File: src/hw/rtl/cbpm_pkg.sv
package cbpm_pkg;

   localparam int unsigned LEVEL_BITS = 8;
   localparam int unsigned CFG_LEN_BITS = 10;
   localparam int unsigned CSR_INDEX_BITS = 3;
   localparam int unsigned CSR_DATA_BITS = 10;
   localparam int unsigned BIT_COUNT_BITS = 4;

   localparam logic [BIT_COUNT_BITS-1:0] BITS_PER_BYTE = 4'd8;

   localparam logic [CFG_LEN_BITS-1:0] SHORT_RESET = 10'd12;
   localparam logic [CFG_LEN_BITS-1:0] LONG_RESET = 10'd24;
   localparam logic [LEVEL_BITS-1:0] HIGH_RESET = 8'hFF;
   localparam logic [LEVEL_BITS-1:0] LOW_RESET = 8'h00;
   localparam logic [LEVEL_BITS-1:0] IDLE_RESET = 8'h7F;

   typedef enum logic [CSR_INDEX_BITS-1:0] {
      CSR_SHORT_PULSE = 3'd0,
      CSR_LONG_PULSE = 3'd1,
      CSR_HIGH_LEVEL = 3'd2,
      CSR_LOW_LEVEL = 3'd3,
      CSR_IDLE_LEVEL = 3'd4
   } csr_index_type;

   typedef enum logic {
      OP_TICK = 1'b0,
      OP_LOAD = 1'b1
   } op_type;

   typedef enum logic [1:0] {
      PULSE_SYNC = 2'd0,
      PULSE_FIRST = 2'd1,
      PULSE_SECOND = 2'd2
   } pulse_index_type;

   typedef struct packed {
      op_type op;
      logic [LEVEL_BITS-1:0] data_byte;
   } item_type;

   typedef struct packed {
      logic valid;
      item_type item;
   } queue_head_type;

   typedef struct packed {
      logic [CFG_LEN_BITS-1:0] short_pulse_samples;
      logic [CFG_LEN_BITS-1:0] long_pulse_samples;
      logic [LEVEL_BITS-1:0] high_level;
      logic [LEVEL_BITS-1:0] low_level;
      logic [LEVEL_BITS-1:0] idle_level;
   } cfg_type;

endpackage

File: src/hw/rtl/cbpm_req_if.sv
interface cbpm_req_if;
   logic valid;
   logic ready;
   logic operation;
   logic [7:0] data_byte;

   modport source (output valid, output operation, output data_byte, input ready);
   modport sink (input valid, input operation, input data_byte, output ready);
endinterface

File: src/hw/rtl/cbpm_rsp_if.sv
interface cbpm_rsp_if;
   logic valid;
   logic ready;
   logic [7:0] sample;
   logic sample_valid;
   logic busy_res;
   logic load_rejected;

   modport source (output valid, output sample, output sample_valid, output busy_res,
                   output load_rejected, input ready);
   modport sink (input valid, input sample, input sample_valid, input busy_res,
                 input load_rejected, output ready);
endinterface

File: src/hw/rtl/cbpm_front.sv
module cbpm_front
   import cbpm_pkg::*;
(
   input  logic           clock,
   input  logic           reset,
   cbpm_req_if.sink       req_port,
   input  logic           pop,
   output queue_head_type head
);

   item_type   entry_ff [2];
   logic       wr_ptr_ff, wr_ptr_in;
   logic       rd_ptr_ff, rd_ptr_in;
   logic [1:0] count_ff, count_in;
   logic       push;
   item_type   item;

   assign req_port.ready = (count_ff != 2'd2);
   assign push = req_port.valid && req_port.ready;

   // classify the beat
   always_comb begin
      item.op = (req_port.operation == 1'b1) ? OP_LOAD : OP_TICK;
      item.data_byte = req_port.data_byte;
   end

   always_comb begin
      wr_ptr_in = push ? ~wr_ptr_ff : wr_ptr_ff;
      rd_ptr_in = pop ? ~rd_ptr_ff : rd_ptr_ff;
      count_in = count_ff;
      if (push && !pop) begin
         count_in = count_ff + 2'd1;
      end else if (pop && !push) begin
         count_in = count_ff - 2'd1;
      end
   end

   always_ff @(posedge clock) begin
      if (push) begin
         entry_ff[wr_ptr_ff] <= item;
      end
   end

   always_ff @(posedge clock) begin
      if (reset) begin
         wr_ptr_ff <= 1'b0;
         rd_ptr_ff <= 1'b0;
         count_ff <= 2'd0;
      end else begin
         wr_ptr_ff <= wr_ptr_in;
         rd_ptr_ff <= rd_ptr_in;
         count_ff <= count_in;
      end
   end

   assign head.valid = (count_ff != 2'd0);
   assign head.item = entry_ff[rd_ptr_ff];

endmodule

File: src/hw/rtl/cbpm_back.sv
module cbpm_back
   import cbpm_pkg::*;
#(
   parameter int unsigned PULSE_COUNT_BITS = 10
)
(
   input  logic           clock,
   input  logic           reset,
   input  cfg_type        cfg,
   input  queue_head_type head,
   output logic           pop,
   cbpm_rsp_if.source     rsp_port
);

   localparam int unsigned PW = PULSE_COUNT_BITS;

   logic [LEVEL_BITS-1:0]     shift_ff, shift_in;
   logic [BIT_COUNT_BITS-1:0] bits_ff, bits_in;
   pulse_index_type           index_ff, index_in;
   logic [PW-1:0]             len_ff, len_in;
   logic [PW-1:0]             pos_ff, pos_in;

   logic                  out_valid_ff, out_valid_in;
   logic [LEVEL_BITS-1:0] out_sample_ff, out_sample_in;
   logic                  out_sv_ff, out_sv_in;
   logic                  out_busy_ff, out_busy_in;
   logic                  out_rej_ff, out_rej_in;

   logic          busy;
   logic          one_bit;
   logic [PW-1:0] half;
   logic [PW-1:0] total;
   logic [PW-1:0] pos_next;
   logic [PW-1:0] short_len;
   logic [PW-1:0] long_len;

   assign pop = head.valid && (!out_valid_ff || rsp_port.ready);
   assign busy = (bits_ff != '0);
   assign one_bit = shift_ff[LEVEL_BITS-1];
   assign half = len_ff >> 1;
   assign total = {len_ff[PW-1:1], 1'b1};
   assign pos_next = pos_ff + {{(PW-1){1'b0}}, 1'b1};
   assign short_len = PW'(cfg.short_pulse_samples);
   assign long_len = PW'(cfg.long_pulse_samples);

   always_comb begin
      shift_in = shift_ff;
      bits_in = bits_ff;
      index_in = index_ff;
      len_in = len_ff;
      pos_in = pos_ff;
      out_sample_in = out_sample_ff;
      out_sv_in = out_sv_ff;
      out_busy_in = out_busy_ff;
      out_rej_in = out_rej_ff;
      out_valid_in = rsp_port.ready ? 1'b0 : out_valid_ff;
      if (pop) begin
         out_valid_in = 1'b1;
         out_sample_in = '0;
         out_sv_in = 1'b0;
         out_rej_in = 1'b0;
         if (head.item.op == OP_LOAD) begin
            out_rej_in = busy;
            if (!busy) begin
               shift_in = head.item.data_byte;
               bits_in = BITS_PER_BYTE;
               index_in = PULSE_SYNC;
               len_in = short_len;
               pos_in = '0;
            end
         end else begin
            out_sv_in = 1'b1;
            if (!busy) begin
               out_sample_in = cfg.idle_level;
            end else begin
               out_sample_in = (pos_ff <= half) ? cfg.high_level : cfg.low_level;
               pos_in = pos_next;
               if (pos_next >= total || pos_next == '0) begin
                  pos_in = '0;
                  if (index_ff == PULSE_SYNC) begin
                     index_in = PULSE_FIRST;
                     len_in = one_bit ? short_len : long_len;
                  end else if (index_ff == PULSE_FIRST && one_bit) begin
                     index_in = PULSE_SECOND;
                     len_in = short_len;
                  end else begin
                     shift_in = {shift_ff[LEVEL_BITS-2:0], 1'b0};
                     bits_in = bits_ff - {{(BIT_COUNT_BITS-1){1'b0}}, 1'b1};
                     index_in = PULSE_SYNC;
                     len_in = (bits_in != '0) ? short_len : '0;
                  end
               end
            end
         end
         out_busy_in = (bits_in != '0);
      end
   end

   always_ff @(posedge clock) begin
      if (reset) begin
         shift_ff <= '0;
         bits_ff <= '0;
         index_ff <= PULSE_SYNC;
         len_ff <= '0;
         pos_ff <= '0;
         out_valid_ff <= 1'b0;
      end else begin
         shift_ff <= shift_in;
         bits_ff <= bits_in;
         index_ff <= index_in;
         len_ff <= len_in;
         pos_ff <= pos_in;
         out_valid_ff <= out_valid_in;
      end
   end

   always_ff @(posedge clock) begin
      out_sample_ff <= out_sample_in;
      out_sv_ff <= out_sv_in;
      out_busy_ff <= out_busy_in;
      out_rej_ff <= out_rej_in;
   end

   assign rsp_port.valid = out_valid_ff;
   assign rsp_port.sample = out_sample_ff;
   assign rsp_port.sample_valid = out_sv_ff;
   assign rsp_port.busy_res = out_busy_ff;
   assign rsp_port.load_rejected = out_rej_ff;

endmodule

File: src/hw/rtl/cassette_bit_pulse_modulator_core.sv
// Tape pulse modulator: turns bytes into 8-bit audio samples, MSB first.
// req_port beats carry operation (tick or load) and data_byte; every accepted
// beat yields exactly one rsp_port beat with sample, sample_valid, busy_res and
// load_rejected, in order. A load latches a byte (or is flagged as rejected
// while a byte is in progress); each tick returns one sample of the current
// pulse, or the idle level when nothing is in progress.
// The csr_ port writes the pulse lengths and levels; write only while no beat is in flight.
// Path: a beat taken into the two-entry front queue is executed by the back
// end once it reaches the queue head and the result register is free; its
// result is held in the result register, which drives rsp_port.
// Throughput: one beat per cycle while rsp_port accepts results.
// When rsp_port stalls, the result register holds, the back end stops, and the
// queue fills; req_port.ready drops once both entries are taken.
// Reset (synchronous, active high) empties the queue and output register,
// returns to idle and restores the register defaults.
module cassette_bit_pulse_modulator_core
   import cbpm_pkg::*;
#(
   parameter int unsigned PULSE_COUNT_BITS = 10
)
(
   input  logic                      clock,
   input  logic                      reset,
   cbpm_req_if.sink                  req_port,
   cbpm_rsp_if.source                rsp_port,
   input  logic                      csr_write_enable,
   input  logic [CSR_INDEX_BITS-1:0] csr_index,
   input  logic [CSR_DATA_BITS-1:0]  csr_write_data
);

   cfg_type        cfg_ff, cfg_in;
   queue_head_type head;
   logic           pop;

   always_comb begin
      cfg_in = cfg_ff;
      if (csr_write_enable) begin
         case (csr_index)
            CSR_SHORT_PULSE: cfg_in.short_pulse_samples = csr_write_data;
            CSR_LONG_PULSE: cfg_in.long_pulse_samples = csr_write_data;
            CSR_HIGH_LEVEL: cfg_in.high_level = csr_write_data[LEVEL_BITS-1:0];
            CSR_LOW_LEVEL: cfg_in.low_level = csr_write_data[LEVEL_BITS-1:0];
            CSR_IDLE_LEVEL: cfg_in.idle_level = csr_write_data[LEVEL_BITS-1:0];
            default: cfg_in = cfg_ff;
         endcase
      end
   end

   always_ff @(posedge clock) begin
      if (reset) begin
         cfg_ff.short_pulse_samples <= SHORT_RESET;
         cfg_ff.long_pulse_samples <= LONG_RESET;
         cfg_ff.high_level <= HIGH_RESET;
         cfg_ff.low_level <= LOW_RESET;
         cfg_ff.idle_level <= IDLE_RESET;
      end else begin
         cfg_ff <= cfg_in;
      end
   end

   cbpm_front u_front (
      .clock    (clock),
      .reset    (reset),
      .req_port (req_port),
      .pop      (pop),
      .head     (head)
   );

   cbpm_back #(
      .PULSE_COUNT_BITS (PULSE_COUNT_BITS)
   ) u_back (
      .clock    (clock),
      .reset    (reset),
      .cfg      (cfg_ff),
      .head     (head),
      .pop      (pop),
      .rsp_port (rsp_port)
   );

`ifndef SYNTHESIS
   a_pop_needs_item: assert property (@(posedge clock) disable iff (reset)
      pop |-> head.valid)
      else $error("pop from empty queue");

   a_pop_gives_rsp: assert property (@(posedge clock) disable iff (reset)
      pop |=> rsp_port.valid)
      else $error("executed beat produced no response");

   a_req_fills_queue: assert property (@(posedge clock) disable iff (reset)
      (req_port.valid && req_port.ready) |=> head.valid)
      else $error("accepted beat missing from queue");
`endif

endmodule
File: src/flat_wrapper.sv
// flat-port wrapper written by rule: the top's interface ports become plain ports
module cassette_bit_pulse_modulator_core_flat import cbpm_pkg::*;
#(
   parameter int unsigned PULSE_COUNT_BITS = 10
)
  (clock, reset, csr_write_enable, csr_index, csr_write_data, req_port_valid, req_port_operation, req_port_data_byte, req_port_ready, rsp_port_valid, rsp_port_sample, rsp_port_sample_valid, rsp_port_busy_res, rsp_port_load_rejected, rsp_port_ready);
  cbpm_req_if req_port_i ();
  cbpm_rsp_if rsp_port_i ();
  input  logic clock;
  input  logic reset;
  input  logic csr_write_enable;
  input  logic [CSR_INDEX_BITS-1:0] csr_index;
  input  logic [CSR_DATA_BITS-1:0] csr_write_data;
  input wire logic [$bits(req_port_i.valid)-1:0] req_port_valid;
  input wire logic [$bits(req_port_i.operation)-1:0] req_port_operation;
  input wire logic [$bits(req_port_i.data_byte)-1:0] req_port_data_byte;
  output wire logic [$bits(req_port_i.ready)-1:0] req_port_ready;
  output wire logic [$bits(rsp_port_i.valid)-1:0] rsp_port_valid;
  output wire logic [$bits(rsp_port_i.sample)-1:0] rsp_port_sample;
  output wire logic [$bits(rsp_port_i.sample_valid)-1:0] rsp_port_sample_valid;
  output wire logic [$bits(rsp_port_i.busy_res)-1:0] rsp_port_busy_res;
  output wire logic [$bits(rsp_port_i.load_rejected)-1:0] rsp_port_load_rejected;
  input wire logic [$bits(rsp_port_i.ready)-1:0] rsp_port_ready;
  assign req_port_i.valid = req_port_valid;
  assign req_port_i.operation = req_port_operation;
  assign req_port_i.data_byte = req_port_data_byte;
  assign req_port_ready = req_port_i.ready;
  assign rsp_port_valid = rsp_port_i.valid;
  assign rsp_port_sample = rsp_port_i.sample;
  assign rsp_port_sample_valid = rsp_port_i.sample_valid;
  assign rsp_port_busy_res = rsp_port_i.busy_res;
  assign rsp_port_load_rejected = rsp_port_i.load_rejected;
  assign rsp_port_i.ready = rsp_port_ready;
  cassette_bit_pulse_modulator_core #(.PULSE_COUNT_BITS(PULSE_COUNT_BITS)) u_core (.clock(clock), .reset(reset), .req_port(req_port_i), .rsp_port(rsp_port_i), .csr_write_enable(csr_write_enable), .csr_index(csr_index), .csr_write_data(csr_write_data));
endmodule
File: config.mk
export PLATFORM = sky130hd
export DESIGN_NAME = cassette_bit_pulse_modulator_core_flat
export DESIGN_NICKNAME = d
export VERILOG_FILES = /design/src/hw/rtl/cbpm_pkg.sv /design/src/hw/rtl/cbpm_req_if.sv /design/src/hw/rtl/cbpm_rsp_if.sv /design/src/hw/rtl/cbpm_front.sv /design/src/hw/rtl/cbpm_back.sv /design/src/hw/rtl/cassette_bit_pulse_modulator_core.sv /design/src/flat_wrapper.sv
export SDC_FILE = /design/constraint.sdc
export NUM_CORES = 1
export LEC_CHECK = 0
export BUFFER_PORTS_ARGS = -buffer_cell sky130_fd_sc_hd__buf_2
export CAP_MARGIN = 20
export CORE_UTILIZATION = 64
export CTS_CLUSTER_DIAMETER = 50
export DETAILED_ROUTE_END_ITERATION = 8
export GPL_TIMING_DRIVEN = 0
export PLACE_DENSITY_LB_ADDON = 0.05
export SLEW_MARGIN = 20
export SYNTH_ARGS = -nofsm -noshare
export SYNTH_HDL_FRONTEND = slang
export SYNTH_SLANG_ARGS = --single-unit
File: constraint.sdc
create_clock -name clock -period 5.1 [get_ports clock]
set_input_delay 0.51 -clock clock [delete_from_list [all_inputs] [get_ports clock]]
set_output_delay 0.51 -clock clock [all_outputs]
set_load 0.1 [all_outputs]
; Word level (Yosys, flattened, before mapping)
; Memories as Yosys holds them, arrays and structs flattened. A register that Yosys moved wholly into a read port is not among the register bits.
; Index checks and enable logic that the tools add are counted.
[totals]
ff_bits = 94
ramBits = 18
in_bits = 27
output_inout_bits = 13
wordCells = 108
n_memories = 1
[mem_list]
columns = memory, depth, width, read_ports, rd_ports_with_merged_regs, write_ports, line_no
row1 = u_core.u_front.entry_ff, 2, 9, 1, 1, 1, cbpm_front.sv:11  ; item_type entry_ff [2];
[classes]
n_addsub = 4
n_lt_le_gt_ge = 2
eq_ne = 9
muxes = 43
bitwise_logic = 2
n_reduce_logical = 29
[op_table]
columns = operator, n
row1 = $mux 10, 12
row2 = $mux 8, 8
row3 = $mux 4, 7
row4 = $mux 2, 8
row5 = $reduce_bool 4->1, 3
row6 = $add 10x1->10 const B, 1
row7 = $ge 10x10->1, 1
row8 = $le 10x9->1, 1
row9 = $logic_not 10->1, 1
row10 = $reduce_and 2->1, 5
row11 = $reduce_bool 2->1, 5
row12 = $mux 1, 8
row13 = $eq 3x2->1 const B, 2
row14 = $reduce_and 6->1, 1
row15 = $logic_and 1x1->1, 5
row16 = $ne 2x1->1 const B, 2
row17 = $ne 2x2->1 const B, 2
row18 = $reduce_and 4->1, 1
row19 = $sub 4x1->4 const B, 1
row20 = $eq 3x1->1 const B, 1
row21 = $eq 3x3->1 const B, 1
row22 = $logic_not 1->1, 3
row23 = $logic_not 3->1, 1
row24 = $reduce_and 3->1, 1
row25 = other kinds (6), 8

; Depth between registers and ports, before layout
[logic_depth]
ltp_word = 9
ltp_mapped = 13

; Cells and area by module
; A second synthesis with hierarchy kept.
[hier_totals]
hier_cells = 565
area_unflattened_um2 = 5591.6
[modules_own_cells]
columns = mod, instances, cells_per_inst, area_each_um2, seq_area_each_um2
row1 = cbpm_back, 1, 344, 2940.3, 1011.0
row2 = cassette_bit_pulse_modulator_core, 1, 169, 1775.5, 880.8
row3 = cbpm_front, 1, 52, 875.8, 640.6

; Worst setup path after synthesis
; No wires, ideal clock.
[synth_path]
path_type = reg2reg
start = register u_core.u_back.pos_ff[1]
end = register u_core.u_back.index_ff[0]
arrival_time_ps = 2844
required_time_ps = 5030
setup_slack_ps = 2185
path_stages_with_launch = 13
synth_period_minus_slack_ps = 2915
cell_sequence = dfxtp_1 ha_1 and3_1 nand2_1 xnor2_1 ha_1 a21o_1 a21oi_1 o311ai_1 o21ai_1 clkbuf_1 nand2_1 a21oi_1
[synth_between]
elab_chain_cells = 5
elab_cells_between_ends = 6
classes_between = add/sub (1) / order compare (1) / reduce/logical (4)
[synth_rtl]
columns = element, line_no
row1 = "start, declared", cbpm_back.sv:21  ; logic [PW-1:0] pos_ff, pos_in;
row2 = "start signal, assigned", cbpm_back.sv:112  ; pos_ff <= pos_in;
row3 = $add 10x1->10 (*), cbpm_back.sv:42  ; assign pos_next = pos_ff + {{(PW-1){1'b0}}, 1'b1};
row4 = $ge 10x10->1 or $logic_not 10->1 (tied branches), cbpm_back.sv:78  ; if (pos_next >= total || pos_next == '0) begin
row5 = $logic_or 1x1->1 (*), cbpm_back.sv:78
row6 = $reduce_bool 2->1 (no line) (*), -
row7 = $reduce_and 4->1 (no line) (*), -
row8 = "end signal, assigned", cbpm_back.sv:110  ; index_ff <= index_in;
row9 = "end, declared", cbpm_back.sv:19  ; pulse_index_type index_ff, index_in;
; Every way passes the cells marked *; elsewhere a longest branch is shown, timed or not.
; A chain may end at the register's enable or synchronous reset.

; Worst setup path after layout
[layout_path]
start = register u_core.u_back.pos_ff[0]
end = register u_core.u_back.index_ff[0]
; The elaborated chain is that of the path after synthesis.

==> metrics.csv <==
stage,metric,value,unit
place,dpl.hpwl,8270,um
yosys,postSynthAreaPerCell,9.39,sq um
critical_path,worst_r2r_path_depth,12,
clock_tree,tritoncts,done,
yosys,synth-async-reset-ratio,0,%
place,portBuffers,38,
die,die_x,91.7,um
global_routing,overflow,0,
critical_path,crit_type,reg2reg,
yosys,synth_largest_area_cell,dfxtp_1,
drt,dr.pass1.iters,5,
clock_tree,clkSinkCount,110,
global_routing,grt_pass1_wl,18700,um
timing,finClkSkew,9.79,ps
die,ios,40,
yosys,mappedNetlistArea,5150,sq um
critical_path,startpoint,u_core.u_back.pos_ff[0]$_SDFFE_PP0P_,
yosys,synth_cell_type_count,56,
clock_tree,h-tree-depth,3,
yosys,synth-edff-count,29,
drt,drt_wl_total,11400,um
pwr,peakVddDrop,0.325,mV
finish,design_area,5660,sq um
die,core,7770,sq um
yosys,synth_compound_area_share,17.1,%
die,die-height,91.7,um
clock_tree,numCtsBuffers,9,
critical_path,arrival,4050,ps
clock_tree,cts_root_buffer,clkbuf_8,
yosys,yosys.area_share.simple,18.2,%
clock_tree,post_cts_buffers,0,
finish,n_antenna_cell,0,
pwr,power.leakage,2.22,nW
global_routing,grt_use_total,28.1,%
yosys,ys_top_cells_by_area,"dfxtp_1, edfxtp_1, nand2_1, ha_1, mux2i_1",
pwr,power_density,567,nW/um^2
drt,drc,0,
timing,finalSetupTns,0,ps
hold_path,hold_class,in2reg,
finish,syn2layout_area_growth,9.73,%
timing,period_needed,3750,ps
global_routing,grt_max_degree,20,
critical_path,r2r-start,u_core.u_back.pos_ff[0]$_SDFFE_PP0P_,
finish,layout-drive-gt1-share,11.3,%
timing,finalMaxSlewViolations,0,
timing,finalHoldViolCount,0,
outcome,status,completed,
yosys,ys_seq_area_share,48.3,%
drt,ant_nets,0,
yosys,ys.flop_type,dfxtp_1,
clock_tree,cts_buffer_depth,2,
yosys,synth_cells,549,
critical_path,r2r_end,u_core.u_back.index_ff[0]$_SDFFE_PP0P_,
yosys,synthAdderAreaFrac,5.34,%
timing,fmax,266,MHz
yosys,synth-seq-cells,110,
drt,dr_total_vias,4290,
hold_path,hold_start,req_port_data_byte[2],
drt,wl_per_cell,16.1,um
critical_path,regToRegSetupSlack,1350,ps
finish,nets,648,
clock_tree,clock_latency,370,ps
yosys,syn_nets,598,
timing,setup_viol,0,
finish,final_common_cell,nand2_1,
timing,fin_crit_sh,73.6,%
timing,worstMarginPinSlew,959,ps
die,initial_core_util,66.4,%
place,gp_congestion,0.842,
finish,stdcell_count,706,
flow_run,cap_violations,0,
timing,rsz0062_at_grt,false,
yosys,muxShareOfSynthArea,5.27,%
place,placed_area,5480,sq um
finish,fin_util,72.8,%
yosys,yosysWarnings,0,
die,placementRows,32,
clock_tree,ctsHoldBuffers,0,
critical_path,cp.required,5400,ps
yosys,synth_top_family_by_area,simple AND/OR/NAND/NOR gates,
hold_path,hold_depth,1,
global_routing,grt_antenna_before_repair,0,
clock_tree,path_clk_slew,100,ps
critical_path,crit_path_end_kind,flop,
global_routing,grt_pass1_vias,4086,
drt,drtIter0Drc,300,
place,post-place-cells,690,
clock_tree,post_cts_resized,0,
finish,final_cell_mix,"nand2_1, dfxtp_1, a21oi_1",
critical_path,crit_path_start_kind,flop,
timing,maxSlewHeadroom,35.8,%
yosys,yosys.area.top_type_share,31.5,%
hold_path,min_to,u_core.u_front.entry_ff[1][2]$_DFFE_PP_,
critical_path,critPathMaxFanout,10,
yosys,synth_xor_area_share,2.04,%
die,dieArea,8420,sq um
drt,post_drt_via_cell_ratio,6.08,
[registers in the layout (all words and copies together) (netlist names), 2 cells and up, named ones only]
name,count
u_core.cfg_ff,42
u_core.u_front.entry_ff,18
u_core.u_back.pos_ff,10
u_core.u_back.len_ff,9
u_core.u_back.rsp_port.sample,8
u_core.u_back.shift_ff,8
u_core.u_back.bits_ff,4
u_core.u_back.index_ff,2
u_core.u_front.count_ff,2
[layer usage]
layer,vias to the layer above,share of wire (%),track usage (%)
li1,2085,-,-
met3,26,6.5,4.31
met2,164,49,47.1
met4,0,2.1,12.9
met1,2015,42,35.9
met5,-,0,0
[synth_stat cells (2+ instances only)]
cell type,n
nand2_1,100
dfxtp_1,81
a21oi_1,42
nor2_1,39
edfxtp_1,29
mux2i_1,26
nand3_1,24
ha_1,22
clkbuf_1,20
a211oi_1,19
inv_1,19
o21ai_0,11
a211o_1,9
a221oi_1,9
a21o_1,8
a32o_1,7
and3_1,7
xor2_1,7
nand4_1,6
nor3_1,5
nor4_1,5
xnor2_1,5
or3_1,4
a31oi_1,3
buf_6,3
nand2b_1,3
and2_1,2
nand3b_1,2
nor2b_1,2
o21ai_1,2
o221ai_1,2
or4_1,2
[where the power goes]
part	switching (W)	internal, W
sequential	0.0000667	0.00107
clock	0.000300	0.000183
combinational	0.00110	0.000481
[worst max-delay path by stage]
stage                                                  end  slack (ps)  depth (start not counted)
floorplan           u_core.u_back.index_ff[0]$_SDFFE_PP0P_        2190                         12
global placement    u_core.u_back.index_ff[0]$_SDFFE_PP0P_        1500                         13
detailed placement  u_core.u_back.index_ff[0]$_SDFFE_PP0P_        1440                         13
CTS                 u_core.u_back.index_ff[0]$_SDFFE_PP0P_        1370                         13
global route        u_core.u_back.index_ff[0]$_SDFFE_PP0P_        1100                         12
finish              u_core.u_back.index_ff[0]$_SDFFE_PP0P_        1350                         12
[kinds of logic (layout without fill, tap and decap cells)]
kind of cell,Yosys count,count (layout)
AND/OR/NAND/NOR,208,208
XOR/XNOR,12,12
adder cells (fa/ha/maj),22,22
flip-flops,110,110
AO/OA/AOI/OAI,125,125
buffers and inverters,45,100
multiplexers,27,27
[per-stage QoR]
stage | hold slack (ps) | total power, W | setup WS [ps]
after floorplan | 436 | 0.00239 | 2190
after global placement | 441 | 0.00268 | 1500
after detailed placement | 446 | 0.00273 | 1440
after CTS | 312 | 0.00320 | 1370
after global routing | 308 | 0.00339 | 1100
final | 320 | 0.00321 | 1350
[worst max-delay path: stages, from the launching register on]
cell and delay [ps]:
dfxtp_1 460, nand3_1 250, nor2_1 350, nand3_1 140
xnor2_1 250, ha_1 300, and3_1 170, o221ai_1 150
o311ai_1 260, o21ai_1 700, clkbuf_1 410, nand2_1 90
a21oi_1 140
[layout make-up]
type	count	area [sq um]
inverters	20	75.1
fillers	621	2110
flip-flops and latches	110	2490
plain buffers	25	118
clock buffers	10	128
repair buffers	39	195
clock inverters	6	45.0
multi-input cells	394	2480
well taps	102	128
Note: power is estimated with default switching activity, not from simulation.
